## src/rtl/dnrle_pkg.sv

```systemverilog
// Shared types and constants of the delta nibble / run-length image encoder.
// Used by every module of the encoder; depends on nothing else.
`timescale 1ns / 1ps

package dnrle_pkg;

  localparam int PIXEL_W    = 8;
  localparam int BYTE_W     = 8;
  localparam int NIB_W      = 4;
  localparam int THRESH_W   = 9;
  localparam int CFG_IDX_W  = 1;
  localparam int CFG_DATA_W = 9;
  localparam int MAX_BYTES  = 4;
  localparam int CNT_W      = 3;

  localparam logic [CFG_IDX_W-1:0] REG_RUN_MODE  = 1'b0;
  localparam logic [CFG_IDX_W-1:0] REG_THRESHOLD = 1'b1;

  localparam logic [NIB_W-1:0]    ESCAPE_NIBBLE = 4'h8;
  localparam logic [BYTE_W-1:0]   END_CR        = 8'd13;
  localparam logic [BYTE_W-1:0]   END_LF        = 8'd10;
  localparam logic [BYTE_W-1:0]   RUN_MAX       = 8'd255;
  localparam logic [BYTE_W-1:0]   BLACK_START   = 8'd1;
  localparam logic [BYTE_W-1:0]   LONG_RUN_MARK = 8'd0;
  localparam logic [THRESH_W-1:0] THRESH_RESET  = 9'd128;

  typedef enum logic [1:0] {
    PH_FIRST,
    PH_WHITE_START,
    PH_RUNNING
  } run_phase_t;

  // Bytes produced by one pixel, byte 0 goes out first.
  typedef struct packed {
    logic [MAX_BYTES-1:0][BYTE_W-1:0] bytes;
    logic [CNT_W-1:0]                 count;
  } byte_group_t;

  typedef struct packed {
    logic             free;
    logic [CNT_W-1:0] rem;
  } obuf_status_t;

endpackage

```

## src/rtl/dnrle_delta.sv

```systemverilog
// Delta nibble coder: nibble packing state and the bytes produced by one pixel.
// Depends on dnrle_pkg.
`timescale 1ns / 1ps

module dnrle_delta import dnrle_pkg::*; (
  input  logic               clk,
  input  logic               rst_n,
  input  logic [PIXEL_W-1:0] in_pixel,
  input  logic               in_last,
  input  logic               step,
  input  logic               clear,
  output byte_group_t        grp
);

  logic [PIXEL_W-1:0] prev_r;
  logic               seen_r;
  logic [NIB_W-1:0]   pend_nib_r;
  logic               pend_r;

  logic [PIXEL_W:0]   diff;
  logic               near;
  logic [NIB_W-1:0]   seq [MAX_BYTES];
  logic [CNT_W-1:0]   len;
  logic               odd;
  logic [NIB_W-1:0]   leftover;
  logic [1:0]         idx;

  always_comb begin
    diff  = {1'b0, in_pixel} - {1'b0, prev_r};
    near  = seen_r && ((diff[PIXEL_W:3] == '0) ||
                       ((diff[PIXEL_W:3] == '1) && (diff[2:0] != 3'b000)));
    if (pend_r) begin
      seq[0] = pend_nib_r;
      seq[1] = near ? diff[NIB_W-1:0] : ESCAPE_NIBBLE;
      seq[2] = in_pixel[7:4];
      seq[3] = in_pixel[3:0];
    end else begin
      seq[0] = near ? diff[NIB_W-1:0] : ESCAPE_NIBBLE;
      seq[1] = in_pixel[7:4];
      seq[2] = in_pixel[3:0];
      seq[3] = '0;
    end
    len      = {2'b00, pend_r} + (near ? 3'd1 : 3'd3);
    odd      = len[0];
    leftover = len[1] ? seq[2] : seq[0];

    grp          = '0;
    grp.bytes[0] = {seq[0], seq[1]};
    grp.bytes[1] = {seq[2], seq[3]};
    grp.count    = {1'b0, len[2:1]};
    idx          = len[2:1];
    if (in_last) begin
      if (odd) begin
        grp.bytes[idx] = {leftover, 4'h0};
        idx            = idx + 2'd1;
      end
      grp.bytes[idx]        = END_CR;
      grp.bytes[idx + 2'd1] = END_LF;
      grp.count             = {1'b0, idx} + 3'd2;
    end
  end

  always_ff @(posedge clk) begin
    if (!rst_n || clear) begin
      prev_r     <= '0;
      seen_r     <= 1'b0;
      pend_nib_r <= '0;
      pend_r     <= 1'b0;
    end else if (step) begin
      prev_r     <= in_pixel;
      seen_r     <= 1'b1;
      pend_r     <= odd;
      pend_nib_r <= odd ? leftover : '0;
    end
  end

endmodule

```

## src/rtl/dnrle_run.sv

```systemverilog
// Run-length coder: color, run count and start phase, and the bytes of one pixel.
// Depends on dnrle_pkg.
`timescale 1ns / 1ps

module dnrle_run import dnrle_pkg::*; (
  input  logic                clk,
  input  logic                rst_n,
  input  logic [PIXEL_W-1:0]  in_pixel,
  input  logic                in_last,
  input  logic [THRESH_W-1:0] threshold,
  input  logic                step,
  input  logic                clear,
  output byte_group_t         grp
);

  run_phase_t        phase_r, phase_nxt;
  logic [BYTE_W-1:0] cnt_r, cnt_nxt;
  logic              white_r, white_nxt;

  logic              white;
  logic              has_first;
  logic [BYTE_W-1:0] first_byte;

  always_comb begin
    white      = {1'b0, in_pixel} >= threshold;
    phase_nxt  = phase_r;
    cnt_nxt    = cnt_r;
    white_nxt  = white_r;
    has_first  = 1'b0;
    first_byte = '0;
    case (phase_r)
      PH_FIRST: begin
        has_first  = !white;
        first_byte = BLACK_START;
        white_nxt  = white;
        cnt_nxt    = 8'd1;
        phase_nxt  = (!white || in_last) ? PH_RUNNING : PH_WHITE_START;
      end
      PH_WHITE_START: begin
        if (!white) begin
          has_first  = 1'b1;
          first_byte = BLACK_START;
          white_nxt  = 1'b0;
        end
        cnt_nxt   = 8'd2;
        phase_nxt = PH_RUNNING;
      end
      default: begin
        if (white == white_r) begin
          if (cnt_r >= RUN_MAX) begin
            has_first  = 1'b1;
            first_byte = LONG_RUN_MARK;
            cnt_nxt    = 8'd1;
          end else begin
            cnt_nxt = cnt_r + 8'd1;
          end
        end else begin
          has_first  = 1'b1;
          first_byte = cnt_r;
          white_nxt  = !white_r;
          cnt_nxt    = 8'd1;
        end
      end
    endcase

    grp = '0;
    if (has_first) begin
      grp.bytes[0] = first_byte;
      grp.bytes[1] = cnt_nxt;
    end else begin
      grp.bytes[0] = cnt_nxt;
    end
    grp.count = {2'b00, has_first} + {2'b00, in_last};
  end

  always_ff @(posedge clk) begin
    if (!rst_n || clear) begin
      phase_r <= PH_FIRST;
      cnt_r   <= '0;
      white_r <= 1'b1;
    end else if (step) begin
      phase_r <= phase_nxt;
      cnt_r   <= cnt_nxt;
      white_r <= white_nxt;
    end
  end

endmodule

```

## src/rtl/dnrle_obuf.sv

```systemverilog
// Result register: holds the bytes of one pixel and hands them out one per item.
// Depends on dnrle_pkg.
`timescale 1ns / 1ps

module dnrle_obuf import dnrle_pkg::*; (
  input  logic              clk,
  input  logic              rst_n,
  input  byte_group_t       grp,
  input  logic              grp_last,
  input  logic              load,
  input  logic              out_stall,
  output logic              out_valid,
  output logic [BYTE_W-1:0] out_code_byte,
  output logic              out_last_byte,
  output obuf_status_t      status
);

  logic [MAX_BYTES-1:0][BYTE_W-1:0] bytes_r;
  logic [CNT_W-1:0]                 rem_r;
  logic                             last_r;
  logic                             fire;

  assign out_valid     = (rem_r != '0);
  assign fire          = out_valid && !out_stall;
  assign out_code_byte = bytes_r[0];
  assign out_last_byte = last_r && (rem_r == 3'd1);
  assign status.free   = (rem_r == '0) || ((rem_r == 3'd1) && fire);
  assign status.rem    = rem_r;

  always_ff @(posedge clk) begin
    if (!rst_n) begin
      rem_r <= '0;
    end else if (load) begin
      rem_r <= grp.count;
    end else if (fire) begin
      rem_r <= rem_r - 3'd1;
    end
  end

  always_ff @(posedge clk) begin
    if (load) begin
      bytes_r <= grp.bytes;
      last_r  <= grp_last;
    end else if (fire) begin
      bytes_r <= bytes_r >> BYTE_W;
    end
  end

endmodule

```

## src/rtl/delta_nibble_rle_image_encoder_top.sv

```systemverilog
// Top level of the delta nibble / run-length grey image encoder.
// Depends on dnrle_pkg, dnrle_delta, dnrle_run and dnrle_obuf.
//
// Pixels enter in raster order on the in_ channel (in_pixel, in_last_pixel)
// and compressed bytes leave on the out_ channel (out_code_byte, out_last_byte).
// Each channel moves an item at a clock edge where valid is high and stall low.
// The cfg_ port writes run_mode (index 0) and threshold (index 1); write it
// only while no pixel is in flight.
// A pixel is captured in an input register; from there its bytes (zero to
// four) are loaded into the result register once that register is free, and
// its first byte is offered there and leaves at an edge where out_stall is low.
// A pixel is taken every cycle while the receiver does not stall and each
// pixel yields at most one byte; pixels that yield more hold the input until
// their bytes leave; the result register gives one byte a cycle unless stalled.
// Pixels that yield no byte pass without touching the output side.
// When the receiver stalls, the result register holds its byte and the input
// register fills, then in_stall rises. Reset clears both registers and all
// coding state; after the last pixel of an image the coding state returns to
// its reset value as well.
`timescale 1ns / 1ps

module delta_nibble_rle_image_encoder_top import dnrle_pkg::*; (
  input  logic                  clk,
  input  logic                  rst_n,
  input  logic                  cfg_wr_en,
  input  logic [CFG_IDX_W-1:0]  cfg_index,
  input  logic [CFG_DATA_W-1:0] cfg_data,
  input  logic                  in_valid,
  output logic                  in_stall,
  input  logic [PIXEL_W-1:0]    in_pixel,
  input  logic                  in_last_pixel,
  output logic                  out_valid,
  input  logic                  out_stall,
  output logic [BYTE_W-1:0]     out_code_byte,
  output logic                  out_last_byte
);

  logic                run_mode_r;
  logic [THRESH_W-1:0] threshold_r;

  logic                a_valid_r;
  logic [PIXEL_W-1:0]  a_pixel_r;
  logic                a_last_r;

  byte_group_t         delta_grp;
  byte_group_t         run_grp;
  byte_group_t         grp;
  obuf_status_t        ob_status;
  logic                take;
  logic                load;

  always_ff @(posedge clk) begin
    if (!rst_n) begin
      run_mode_r  <= 1'b0;
      threshold_r <= THRESH_RESET;
    end else if (cfg_wr_en) begin
      case (cfg_index)
        REG_RUN_MODE:  run_mode_r  <= cfg_data[0];
        REG_THRESHOLD: threshold_r <= cfg_data[THRESH_W-1:0];
        default:       ;
      endcase
    end
  end

  assign grp      = run_mode_r ? run_grp : delta_grp;
  assign take     = a_valid_r && ((grp.count == '0) || ob_status.free);
  assign load     = take && (grp.count != '0);
  assign in_stall = a_valid_r && !take;

  always_ff @(posedge clk) begin
    if (!rst_n) begin
      a_valid_r <= 1'b0;
    end else if (!in_stall) begin
      a_valid_r <= in_valid;
    end
  end

  always_ff @(posedge clk) begin
    if (in_valid && !in_stall) begin
      a_pixel_r <= in_pixel;
      a_last_r  <= in_last_pixel;
    end
  end

  dnrle_delta u_delta (
    .clk      (clk),
    .rst_n    (rst_n),
    .in_pixel (a_pixel_r),
    .in_last  (a_last_r),
    .step     (take && !run_mode_r),
    .clear    (take && a_last_r),
    .grp      (delta_grp)
  );

  dnrle_run u_run (
    .clk       (clk),
    .rst_n     (rst_n),
    .in_pixel  (a_pixel_r),
    .in_last   (a_last_r),
    .threshold (threshold_r),
    .step      (take && run_mode_r),
    .clear     (take && a_last_r),
    .grp       (run_grp)
  );

  dnrle_obuf u_obuf (
    .clk           (clk),
    .rst_n         (rst_n),
    .grp           (grp),
    .grp_last      (a_last_r),
    .load          (load),
    .out_stall     (out_stall),
    .out_valid     (out_valid),
    .out_code_byte (out_code_byte),
    .out_last_byte (out_last_byte),
    .status        (ob_status)
  );

  a_load_only_when_free: assert property (@(posedge clk) disable iff (!rst_n)
    load |-> (ob_status.rem <= 3'd1))
    else $error("result register loaded while bytes remain");

  a_rem_bounded: assert property (@(posedge clk) disable iff (!rst_n)
    ob_status.rem <= 3'd4)
    else $error("result register count out of range");

  a_delta_end_bytes: assert property (@(posedge clk) disable iff (!rst_n)
    (a_valid_r && a_last_r && !run_mode_r) |-> (delta_grp.count >= 3'd2))
    else $error("delta image end without CR LF");

  a_run_end_byte: assert property (@(posedge clk) disable iff (!rst_n)
    (a_valid_r && a_last_r && run_mode_r) |-> (run_grp.count >= 3'd1))
    else $error("run image end without final run byte");

  a_load_shows_next: assert property (@(posedge clk) disable iff (!rst_n)
    load |=> out_valid)
    else $error("loaded bytes not presented");

endmodule

```

## config.mk

```make
export PLATFORM = sky130hd
export DESIGN_NAME = delta_nibble_rle_image_encoder_top
export DESIGN_NICKNAME = d
export VERILOG_FILES = /design/src/rtl/dnrle_pkg.sv /design/src/rtl/dnrle_delta.sv /design/src/rtl/dnrle_run.sv /design/src/rtl/dnrle_obuf.sv /design/src/rtl/delta_nibble_rle_image_encoder_top.sv
export SDC_FILE = /design/constraint.sdc
export NUM_CORES = 1
export LEC_CHECK = 0
export ABC_AREA = 1
export BUFFER_PORTS_ARGS = -buffer_cell sky130_fd_sc_hd__buf_2
export CORE_MARGIN = 2
export CORE_UTILIZATION = 37
export DETAILED_ROUTE_END_ITERATION = 12
export GPL_ROUTABILITY_DRIVEN = 0
export HOLD_SLACK_MARGIN = 0.1
export PLACE_DENSITY_LB_ADDON = 0.25
export SLEW_MARGIN = 20
export SYNTH_ARGS = -nofsm -noshare
export SYNTH_HDL_FRONTEND = slang
export SYNTH_SLANG_ARGS = --single-unit
```

## constraint.sdc

```tcl
create_clock -name clk -period 8.86 [get_ports clk]
set_input_delay 1.772 -clock clk [delete_from_list [all_inputs] [get_ports clk]]
set_output_delay 1.772 -clock clk [all_outputs]
set_load 0.05 [all_outputs]
```

==> results by stage, run 1 <==
Floorplanning:
- The die covers 14400 um2.
- The chip height is 120 um.
- Pin placement for this block handled 35 I/O pins.
- The floorplan has 42 rows.
- The core area is ~13000 um2.
- From left edge to right edge, the die measures 120 um.
- The effective utilization at floorplan is 37.9%.

Timing:
- The final-layout setup total negative slack is 0 ps.
- Based on the critical path, the design can be clocked at up to 0.173 GHz.
- Clock skew on the completed layout was measured at 11.1 ps.
- The number of hold violations in the final report was 0.
- The max-slew violation count came to 0.
- After layout, the minimum clock period comes to a little under 6000 ps.
- In the finished design, the share of the clock period the worst path needs comes to between 60% and 70%.
- Setup violations remaining at the end of the flow were counted as 0.
- The worst slew margin relative to its limit is 49.9%.
- At the pin with the least slew margin, the transition time is 750 ps.
- Setup repair after global routing left no endpoint under its margin.

Route:
- The first-pass detailed-route iteration total is 4.
- The count of nets left with antenna violations after detail routing is 0.
- After detailed routing, the average wire length per cell comes to 13.1 um.
- The post-route DRC violation count is 0.
- The wire length after detailed routing is 11.3 mm.
- After the first detailed-routing iteration, the DRC count stood at 307.
- Summing over every cut layer, the via total after detailed routing is about 4.3k.
- The detailed-route vias per instance is 4.95.

Cells and area:
- In the final layout, the share of cells above drive strength 1 is 10.5%.
- From synthesis to final layout, the design area changed by 11.2%.
- At the end of the flow the core is filled with cells to 42.1%.
- The repair_antennas step left the layout with diodes totalling 0.
- Leaving out fill and tap cells, the most frequent cells in the layout are sky130_fd_sc_hd__nand2_1 (171), sky130_fd_sc_hd__inv_1 (97), sky130_fd_sc_hd__a21oi_1 (48).
- For this run, the post-layout net count is 744.
- The most common cell after layout, fill and taps aside is sky130_fd_sc_hd__nand2_1.

Global route:
- The global-route wire length before repair is 19.7 mm.
- The global-route track usage on met2 is 28.2%.
- Global routing used 17.2% of the available tracks.
- The via count of the first global-routing pass is approximately 4.2k.
- The fraction of met3 tracks used by global routing is around 4.6%.
- met2 is the most crowded layer.
- The number of antenna violations at the first check in global routing was 0.
- The total overflow reported by the global router is 0.
- The met1 routing resource usage after global routing is 21.4%.
- Entering global routing, the biggest net connects 37 pins.

Synth:
- The sequential-to-total area share from yosys stat is 39.7%.
- In this run, synthesis produced a sequential element count of 79.
- Yosys mapped a number of flops with a built-in enable equal to 40.
- The synthesized netlist occupies a cell area of 4990 um2.
- Counting every instance in the synthesized netlist gives 666.
- The most instantiated flip-flop cell in the synthesis netlist is sky130_fd_sc_hd__edfxtp_1.
- A synthesized cell averages ~7.5 um2.
- The proportion of synthesized flip-flops having asynchronous set or reset is 0%.
- The synthesized netlist net count is 723.
- The netlist uses 44 different library cells.
- For this run, the number of Yosys warnings is 0.

Clock tree:
- In this run, post-CTS hold repair placed 0 buffers.
- In this run, post-CTS repair resized a total of 0 instances.
- The clock-pin slew on the worst setup and hold paths is ~60 ps.
- The cell chosen for the clock root is sky130_fd_sc_hd__clkbuf_16.
- The clock tree from TritonCTS is built.
- The number of buffers inserted to repair setup after CTS is 0.
- CTS built an H-tree with a depth of 3.
- The clock net sink count is 79.
- The number of buffers on the longest clock path is 2.
- The clock reaches the later pin of the worst-skew pair after 350 ps.
- The total CTS buffers is 9.

Placement:
- The count of buffers inserted at the top-level ports is 34.
- The HPWL after detailed placement is between 8 and 9 mm.

Critical path:
- The worst register-to-register path ends at u_obuf.out_code_byte[5].
- At the worst endpoint, the required time is 7090 ps.
- By startpoint and endpoint, the worst setup path is classified as reg2out.
- Measured in cells, the most critical reg-to-reg path has a length of 24.
- STA classifies the critical path startpoint as a register.
- The largest fanout on the critical path is 7.
- Tracing the worst setup path back leads to its startpoint at a_pixel_r[0].
- The setup check on the worst reg-to-reg path leaves a slack of 4310 ps.
- The worst path arrival time is 4010 ps.
- The startpoint identified for the worst register-to-register timing path is a_pixel_r[0].
- The worst setup path is captured at an output port.

Power and ir drop:
- In this run the power density over the cells is 302 nW/um2.
- In this run the static leakage power is ~2.6 nW.
- Across the VDD grid, the largest voltage drop is 0.127 mV.

Min path:
- The worst hold path begins at u_delta.prev_r[5].
- Along the worst hold path, the cell count comes to 2.
- The end point of the most critical hold path is u_delta.prev_r[5].
- The path type of the worst min-delay path is reg2reg.

Job:
- The count of maximum capacitance violations is 0.

Outcome:
- The run finished with clean final reports.
==> worst max path at each step <==
stage                     depth (start not counted)        to
after floorplan                                  20  in_stall
after global placement                           20  in_stall
after detailed placement                         20  in_stall
after CTS                                        20  in_stall
after global routing                             20  in_stall
final                                            20  in_stall
==> worst max-delay path, cell delays in order, from the launching register on <==
cell,delay [ps]
sky130_fd_sc_hd__edfxtp_1,360
sky130_fd_sc_hd__inv_1,150
sky130_fd_sc_hd__ha_1,170
sky130_fd_sc_hd__inv_1,70
sky130_fd_sc_hd__fa_1,530
sky130_fd_sc_hd__nor2_1,60
sky130_fd_sc_hd__a21oi_1,140
sky130_fd_sc_hd__nand3_1,90
sky130_fd_sc_hd__nor2_1,90
sky130_fd_sc_hd__nand3_1,70
sky130_fd_sc_hd__nand2_1,150
sky130_fd_sc_hd__nand2_1,160
sky130_fd_sc_hd__ha_1,430
sky130_fd_sc_hd__xnor2_2,320
sky130_fd_sc_hd__nand2_1,90
sky130_fd_sc_hd__nand3_1,90
sky130_fd_sc_hd__o21ai_2,90
sky130_fd_sc_hd__nand3_4,110
sky130_fd_sc_hd__nand2_2,90
sky130_fd_sc_hd__nor2_1,140
sky130_fd_sc_hd__buf_2,290
==> cell type report <==
cell class,count,area (um2)
clock inverters,3,22.5
flip-flops and latches,79,1980
fillers,1360,7640
clock buffers,13,282
multi-input cells,461,2490
well taps,176,220
inverters,101,379
repair buffers,35,178
==> kinds of logic (layout without fill, tap and decap cells) <==
logic type      after synthesis  after routing  synth area share (%)
fa+ha+maj                    33             33                  8.42
simple gates                291            291                  25.5
flops                        79             79                  39.7
compound gates              130            130                  14.6
xor+xnor                      7              7                  1.38
buf+inv                     126            152                  10.5
==> state kept, by name, indices dropped and copies added (netlist names) <==
signal / count
a_pixel_r: 8
u_obuf.out_code_byte: 8
u_obuf.last_r: 1
a_last_r: 1
u_delta.pend_r: 1
u_delta.seen_r: 1
threshold_r: 9
u_run.cnt_r: 8
u_obuf.rem_r: 3
u_delta.prev_r: 8
u_delta.pend_nib_r: 4
u_obuf.bytes_r: 22
u_run.white_r: 1
a_valid_r: 1
run_mode_r: 1
u_run.phase_r: 2
==> synthesized netlist by cell type (all sizes together), types with 4 or more instances <==
cell type | instances | area, um2
or2 | 7 | 43.8
ha | 32 | 400
buf | 17 | 114
a31oi | 6 | 37.5
inv | 101 | 379
nor2 | 48 | 203
dfxtp | 39 | 781
nand4 | 13 | 87.6
nand2 | 175 | 677
a21oi | 48 | 240
o21ai | 56 | 288
nand3 | 41 | 218
nor3 | 4 | 20.0
xor2 | 4 | 35.0
clkbuf | 8 | 30.0
edfxtp | 40 | 1200
==> per-layer routing <==
layer	up-vias	wire length, um	share of wire [%]
li1	2219	-	-
met1	1977	5250	46
met2	74	5260	46
met3	30	517	4.6
met4	0	323	2.8
met5	-	0	0
==> through the flow <==
step | cell area, um2 | worst slack (ps) | std cells | power, mW | hold slack, ps
final | 5550 | 3080 | 868 | 1.68 | 457
after global routing | 5550 | 2640 | 868 | 1.81 | 475
after CTS | 5550 | 3060 | 868 | 1.69 | 461
after detailed placement | 5250 | 3450 | 852 | 1.31 | 453
after global placement | 5250 | 3550 | 852 | 1.30 | 446
after floorplan | 4990 | 3520 | 666 | 1.18 | 433
==> report_power, final <==
group	switching [mW]	leakage, nW	internal, mW	total (mW)
combinational	0.502	1.69	0.219	0.721
sequential	0.0484	0.706	0.534	0.583
clock	0.151	0.151	0.223	0.375
Note: power is estimated with default switching activity, not from simulation.
==> run 2, diff against run 1 <==
ABC_AREA = 0   (was 1)
clock period = 5.85 ns   (was 8.86 ns; I/O delays follow)
==> run 2 against run 1 <==
Die area up 0.47%; routed wire length increased by 13%; sequential cell count unchanged; worst setup slack worse by 2500 ps; first-iteration DRC count rose by 38%; highest routed layer unchanged; clock power grew 52%; synthesized cell count down 13%; cell count is 11% lower; clock-buffer cell count decreased by 3; non-clock buffer count grew 5; critical path type unchanged.
==> results by stage, run 2 <==
Route:
- For this block, the initial DRC count from the detailed router was roughly 420.
- The via total after detailed routing is between 4k and 5k.
- The detail route stage leaves a number of antenna-violating nets equal to 0.
- The post-route DRC violation count is 0.
- Signal routing reaches up to met4.
- For this block, wires on met1 add up to a little under 6 mm.
- The per-cell routed wire length is between 15 and 20 um.
- The length of routed met2 wiring is 5.85 mm.
- After detailed routing, the met3 layer carries 687 um of wire.
- The wire length after detailed routing is 12.8 mm.
- The detailed-route vias per instance is 5.54.
- The first detailed-routing pass ran for 5 iterations.

Global route:
- Entering global routing, the biggest net connects 33 pins.
- Across every metal layer, demand over resource in global routing totals 18.3%.
- The total overflow reported by the global router is 0.
- The global-route wire length before repair is roughly 21 mm.
- The via count of the first global-routing pass is 4054.
- The number of antenna violations at the first check in global routing is 0.

Critical path:
- The startpoint of the most critical register-to-register path is a_pixel_r[0].
- The dominant delay contributor by cell family on the critical path is simple AND/OR/NAND/NOR gates.
- STA classifies the critical path endpoint as an output port.
- On the worst path, the slowest cell contributes a delay of 530 ps.
- The path depth of the worst reg2reg path is 20.
- STA classifies the critical path startpoint as a register.
- The worst register-to-register path ends at u_obuf.out_code_byte[5].
- The largest fanout on the critical path is 10.
- The type of the setup path with the least slack is reg2out.
- The worst path arrival time is 4150 ps.
- The highest-delay cell along the critical path is sky130_fd_sc_hd__or4_4.
- The required time at the worst-slack endpoint is 4680 ps.
- The number of buffers and inverters on the critical path is 3.
- The critical path goes through inv_1 -> ha_1 -> inv_1 -> fa_1 -> a21oi_1 -> o21bai_1 -> xor2_1 -> nand3_1 -> or4_4 -> nand2_2 -> ha_1 -> nor4_1 -> a21oi_2 -> nand2_1 -> nor2_1 -> buf_2.
- Across all register-to-register paths, the minimum setup slack is 550 ps.

Clock tree:
- CTS saw 79 sinks.
- Post-CTS timing repair inserted 0 buffers for setup.
- The number of buffers on the longest clock path is 2.
- In this run, CTS created clock tree buffers numbering 9.
- The number of levels in the clock H-tree is 3.
- The clock latency on the worst-skew pair is ~350 ps.
- The clock tree from TritonCTS is built.
- The cell chosen for the clock root is sky130_fd_sc_hd__clkbuf_16.
- The hold buffer count at CTS is 0.
- After clock tree synthesis, the repair step resized 0 gates.
- The clock-pin slew on the worst setup and hold paths is roughly 60 ps.

Synth:
- The most instantiated flip-flop cell in the synthesis netlist is sky130_fd_sc_hd__edfxtp_1.
- The synthesized netlist devotes 21.5% of its cell area to compound gates.
- The synthesized netlist devotes 8.38% of its cell area to adder and majority cells.
- The gate count after technology mapping is 577.
- The number of different library cells in the post-synthesis netlist is 70.
- Summed over its instances, the top area cell type makes up 23.9% of the synthesized netlist area.
- After synthesis, the largest family of logic cells by area is compound AO/OA/AOI/OAI gates.
- After synthesis, the most frequently instantiated cells are sky130_fd_sc_hd__nand2_1 (94), sky130_fd_sc_hd__a21oi_1 (46), sky130_fd_sc_hd__edfxtp_1 (40).
- The synthesized area is 5020 um2.
- After synthesis, the cell types taking the most area are sky130_fd_sc_hd__edfxtp_1 (24%), sky130_fd_sc_hd__dfxtp_1 (16%), sky130_fd_sc_hd__ha_1 (8.0%), sky130_fd_sc_hd__nand2_1 (7.0%), sky130_fd_sc_hd__a21oi_1 (4.6%).
- The xor/xnor cell area share of the yosys netlist is approximately 1.2%.
- The number of synthesized flops with an enable pin is 40.
- sky130_fd_sc_hd__edfxtp_1 takes more of the synthesized area than any other cell.
- The synthesized netlist devotes 20.6% of its cell area to simple gates.
- The proportion of synthesized flip-flops having asynchronous set or reset is 0%.
- Synthesis inferred between 70 and 80 register bits.
- Of the synthesized area, sequential elements account for 39.5%.
- The portion of netlist area occupied by mux cells is 1.40%.
- For this run, the number of Yosys warnings is 0.
- By instance count, the leading cell after synthesis is sky130_fd_sc_hd__nand2_1.
- A synthesized cell averages 8.70 um2.
- The number of nets handed over by synthesis was 634.

Timing:
- Once routing completed, OpenROAD measured the worst setup slack at 530 ps.
- The post-route clock skew is 9.07 ps.
- After layout, the worst path uses 90.9% of the clock period.
- Setup violations remaining at the end of the flow were counted as 0.
- The worst slew margin relative to its limit is 29.4%.
- The number of hold violations in the final report came to 0.
- For the pin with the worst max-slew slack, the measured transition is between 1000 and 1500 ps.
- The final-layout setup total negative slack is 0 ps.
- Setup repair after global routing left no endpoint under its margin.
- Based on the critical path, the design can be clocked at up to 0.188 GHz.
- The clock period could shrink to roughly 5300 ps.
- The max-slew violation count is 0.

Floorplanning:
- The core area is 13200 um2.
- The chip height is 120 um.
- In this run the count of I/O pins placed on the die edge is 35.
- The placement row count is 42.
- The effective utilization at floorplan is about 38%.
- The floorplan die width is 120 um.
- The die area is 14500 um2.

Placement:
- The placed instances occupy a cell area of 5230 um2.
- The count of buffers inserted at the top-level ports is 34.
- The half-perimeter wire length after detailed placement is 9.44 mm.
- The setup slack after placement is 720 ps.

Power and ir drop:
- The total power density per cell area is 422 nW/um2.
- Across the VDD grid, the largest voltage drop is between 0.2 and 0.3 mV.
- The clock network fraction of design power is 24.5%.
- The internal power component is 1.41 mW.
- Per report_power, the combinational group accounts for 39.1% of the total.
- The leakage dissipation is between 2 and 2.5 nW.
- Summed over all nets, the switching power comes to 0.926 mW.
- The share of total power in sequential cells is 36.4%.
- The net switching share of the total power is 39.7%.
- After layout, the design draws a total of 2.33 mW.

Cells and area:
- The final cell area excluding filler cells is between 5000 and 6000 um2.
- 0 antenna diodes ended up in the layout.
- The post-route netlist has 11.4% of its cells at a drive strength greater than 1.
- Ranked by flip-flop count, first place goes to u_obuf.bytes_r.
- The register with the most flip-flops in the layout has 22 of them.
- The largest registers in the layout are u_obuf.bytes_r x22, threshold_r x9.
- The library cells used most frequently in the layout, excluding fill and tap cells, are sky130_fd_sc_hd__nand2_1 (94), sky130_fd_sc_hd__a21oi_1 (46), sky130_fd_sc_hd__edfxtp_1 (40).
- From synthesis to final layout, the design area changed by 10.1%.
- The count of nets after finishing is ~650.
- The most common cell after layout, fill and taps aside is sky130_fd_sc_hd__nand2_1.

Min path:
- The startpoint identified for the worst hold timing path is u_delta.prev_r[6].
- The path type of the worst min-delay path is reg2reg.
- The cell depth of the worst min-delay path is 2.
- The path with the worst hold slack has its endpoint at u_delta.prev_r[6].

Job:
- Max-cap violations in this run came to 0.

Outcome:
- The run finished with clean final reports.
run 2: power by group through the flow:
stage,clock (mW),combinational (mW),sequential [mW]
floorplan,0,0.743,0.830
global placement,0,0.893,0.857
detailed placement,0,0.908,0.857
CTS,0.580,0.910,0.849
global route,0.602,1.01,0.864
finish,0.571,0.913,0.848
run 2: cell type report:
type | count | area [um2]
clock buffers | 10 | 239
clock inverters | 6 | 60.1
fillers | 1325 | 7720
inverters | 38 | 143
multi-input cells | 424 | 2670
flip-flops and latches | 79 | 1980
well taps | 176 | 220
repair buffers | 40 | 215
run 2: through the flow:
step,util (%),instances,hold WS [ps]
2_1_floorplan,-,577,436
4_1_cts,41.7,773,454
5_1_grt,41.7,773,476
3_5_place_dp,39.5,757,447
6_report,41.7,773,453
3_3_place_gp,39.5,757,446
run 2: worst max-delay path by stage:
stage,from,end,depth (start not counted)
2_1_floorplan,a_pixel_r[0],in_stall,15
3_3_place_gp,a_pixel_r[0],u_obuf.out_code_byte[3],19
3_5_place_dp,a_pixel_r[0],u_obuf.out_code_byte[3],19
4_1_cts,a_pixel_r[0],in_stall,16
5_1_grt,a_pixel_r[0],u_obuf.out_code_byte[4],20
6_report,a_pixel_r[0],in_stall,16
run 2: kinds of logic after synthesis:
kind of cell / Yosys count
muxes: 7
AOI/OAI and AO/OA: 162
DFF: 79
xor gates and xnor gates: 7
and+or+nand+nor: 215
adders and majority gates: 33
buffers and inverters: 74
run 2: metal layers:
metal  global-route usage (%)  up-vias
li1                         -     2107
met2                     29.7      141
met5                        0        -
met4                     6.98        0
met1                     24.4     2011
met3                     3.35       23
run 2: worst register-to-register path, delay by kind of cell (launching register included):
kind	cells	cell delay (ps)
flip-flops	1	500
buffers and inverters	4	500
adder cells (fa/ha/maj)	4	1280
AND/OR/NAND/NOR	6	1520
XOR/XNOR	2	620
AO/OA/AOI/OAI	4	720
==> run 3, diff against run 2 <==
ABC_AREA = 1   (was 0)
CTS_CLUSTER_SIZE = 12   (was unset)
SKIP_CTS_REPAIR_TIMING = 1   (was unset)
==> run 3 against run 2 <==
Non-clock buffer count is 4 lower; combinational power is 20% higher; first-iteration DRC count is 43% lower.
==> results by stage, run 3 (synthesis results as in run 1) <==
Critical path:
- Setup slack on the worst reg-to-reg path comes out at about 1300 ps.
- The endpoint identified for the worst register-to-register timing path is u_obuf.out_code_byte[5].
- The kind of capture point of the worst setup path is an output port.
- In this run the worst setup path begins at a_pixel_r[0].
- Counting cells, the worst reg-to-reg path comes to 24.
- In this run the worst setup path terminates at in_stall.
- Data on the critical path is required at its endpoint by between 4000 and 5000 ps.
- The buffer and inverter count on the worst path is 3.
- The largest stage delay on the critical path is 530 ps.
- The worst register-to-register path begins at a_pixel_r[0].
- The highest-delay cell along the critical path is sky130_fd_sc_hd__fa_1.
- The worst path arrival time is 4020 ps.
- The critical path goes through inv_1 -> ha_1 -> inv_1 -> fa_1 -> nor2_1 -> a21oi_1 -> nand3_1 -> nor2_1 -> nand3_1 -> nand2_1 -> nand2_1 -> ha_1 -> xnor2_2 -> nand2_1 -> nand3_1 -> o21ai_2 -> nand3_4 -> nand2_2 -> nor2_1 -> buf_2.
- The type of the setup path with the least slack is reg2out.
- The launching element type of the critical path is a register.
- The largest fanout on the critical path is 7.
- The dominant delay contributor by cell family on the critical path is simple AND/OR/NAND/NOR gates.
- The count of cell instances traversed by the critical path is 20.

Cells and area:
- The net count of the finished layout is 745.
- The number of antenna diodes in the final layout is 0.
- Across the whole layout, storage elements account for 1980 um2.
- The register with the most flip-flops in the layout has 22 of them.
- The most flop-heavy register is u_obuf.bytes_r.
- The share of cells above drive strength 1 is 10.7%.
- From synthesis to final layout, the design area changed by 11.3%.
- The number of fill cells in the layout is 1389.
- Summing all multi-input logic gate instances after layout gives 2490 um2.
- The library cell used most frequently in the layout, excluding fill and tap cells, is sky130_fd_sc_hd__nand2_1.
- In the final layout, the registers with the most flip-flops are u_obuf.bytes_r x22, threshold_r x9.
- The post-layout utilization of the core is 42.1%.
- Leaving out fill and tap cells, the most frequent cells in the layout are sky130_fd_sc_hd__nand2_1 (171), sky130_fd_sc_hd__inv_1 (97), sky130_fd_sc_hd__a21oi_1 (48).

Global route:
- The via count of the first global-routing pass was 4155.
- For this run, the total global-route usage over all layers was measured as between 10% and 20%.
- The maximum number of pins on one net before global-route repair is 37.
- Global routing finished with a remaining overflow of 0.
- The global-route wire length before repair is 19.8 mm.
- The number of antenna violations at the first check in global routing was 0.

Route:
- For this run, design rule violations remaining after detail routing come to 0.
- The detailed-route vias per instance is roughly 4.9.
- In the final routing, the length of wire on met1 measures 5.54 mm.
- The met3 wire length is 303 um.
- Summed over all nets, wire length on met2 after detailed routing comes to 5.46 mm.
- The highest metal layer used by the detailed router is met4.
- The count of nets left with antenna violations after detail routing is 0.
- The per-cell routed wire length is 13.2 um.
- The via total after detailed routing is 4260.
- The DRC marker count from the first detailed-route iteration is 243.
- The first detailed-routing pass ran for 5 iterations.
- Wires add up to 11.5 mm.

Floorplanning:
- The floorplan step defined a die boundary enclosing 14400 um2.
- The die is 120 um wide.
- The region available for standard cell placement spans 13200 um2.
- The number of top-level design ports is 35.
- The floorplan has 42 rows.
- The effective utilization at floorplan is 37.9%.
- The chip height is 120 um.

Job:
- The tool flagged a number of max-cap violations equal to 0.

Clock tree:
- Clock tree synthesis found a total of 79 sinks.
- The cell chosen for the clock root is sky130_fd_sc_hd__clkbuf_16.
- After clock tree synthesis, the clock-pin slew on the worst setup and hold paths is roughly 60 ps.
- The clock latency on the worst-skew pair is 340 ps.
- The total CTS buffers is 9.
- The number of buffers on the longest clock path is 2.
- The H-tree generated during clock tree synthesis spans 3 levels.
- TritonCTS built the clock tree.

Placement:
- After legalization and detailed placement, the total HPWL measured 8.78 mm.
- During placement, the flow inserted port buffers numbering 34.

Timing:
- The max-slew violation count is 0.
- The maximum clock rate is slightly below 0.2 GHz.
- Setup violations remaining at the end of the flow were counted as 0.
- For the final routed database, the setup TNS stands at 0 ps.
- The slew at the pin with the worst max-slew slack is 684 ps.
- The minimum period implied by the final worst setup slack is 5190 ps.
- The post-route worst hold slack is between 400 and 500 ps.
- The worst pin sits at a relative slew slack of 54.3%.
- The number of hold violations in the final report is 0.
- Across the routed clock network, the largest skew measured is 9.04 ps.
- The fraction of the cycle the final worst path needs is between 80% and 90%.
- Setup repair after global routing left no endpoint under its margin.

Min path:
- The path type of the worst min-delay path is reg2reg.

Power and ir drop:
- For this design the static power due to leakage is 2.55 nW.
- The total power is 2.55 mW.
- In this run the power density over the cells is approximately 460 nW/um2.
- The maximum VDD drop is around 0.22 mV.

Outcome:
- The run finished with clean final reports.
run 3: changes by cell type in the layout (fill, tap and decap cells not counted), moves of 9 or more:
| cell | previous run | this run |
|---|---|---|
| sky130_fd_sc_hd__nand2_1 | 94 | 171 |
| sky130_fd_sc_hd__nand3_1 | 18 | 40 |
| sky130_fd_sc_hd__nor2_1 | 30 | 45 |
| sky130_fd_sc_hd__nor2b_1 | 9 | 0 |
| sky130_fd_sc_hd__and3_1 | 12 | 0 |
| sky130_fd_sc_hd__o21ai_0 | 32 | 46 |
| sky130_fd_sc_hd__inv_1 | 37 | 97 |
run 3: worst min-delay path, delay by kind of cell, from the launching register on:
kind / cells / cell delay, ps
flip-flops: 1 / 290
buffers and inverters: 1 / 60
AO/OA/AOI/OAI: 1 / 60
run 3: worst min-delay path by stage:
stage          slack (ps)               from  cells past startpoint                end
2_1_floorplan         430  u_delta.prev_r[2]                      2  u_delta.prev_r[2]
3_3_place_gp          450  u_delta.prev_r[5]                      2  u_delta.prev_r[5]
3_5_place_dp          460  u_delta.prev_r[2]                      2  u_delta.prev_r[2]
4_1_cts               470  u_delta.prev_r[2]                      2  u_delta.prev_r[2]
5_1_grt               490  u_delta.prev_r[3]                      2  u_delta.prev_r[3]
6_report              460  u_delta.prev_r[5]                      2  u_delta.prev_r[5]
run 3: per-stage QoR:
step	cell area (um2)	setup WS [ps]	cells
detailed placement	5260	1000	853
CTS	5560	618	869
global placement	5260	1140	853
finish	5560	657	869
global route	5560	200	869
floorplan	4990	1110	666
run 3: per-layer routing:
layer  vias to the layer above  track usage (%)
li1                       2233                -
met1                      1962             21.5
met2                        53             29.8
met3                        12             3.11
met4                         0             5.37
met5                         -                0
run 3: power by group:
group          internal (mW)  switching, mW
logic                  0.334          0.771
registers              0.809         0.0631
clock network          0.343          0.226
run 3: cell type report:
class | instances | area share (%)
multi-input combinational | 461 | 44.8
sequential | 79 | 35.7
inverter | 101 | 6.82
clock buffer | 11 | 4.37
tap | 176 | 3.96
timing repair buffer | 36 | 3.33
clock inverter | 5 | 1.04
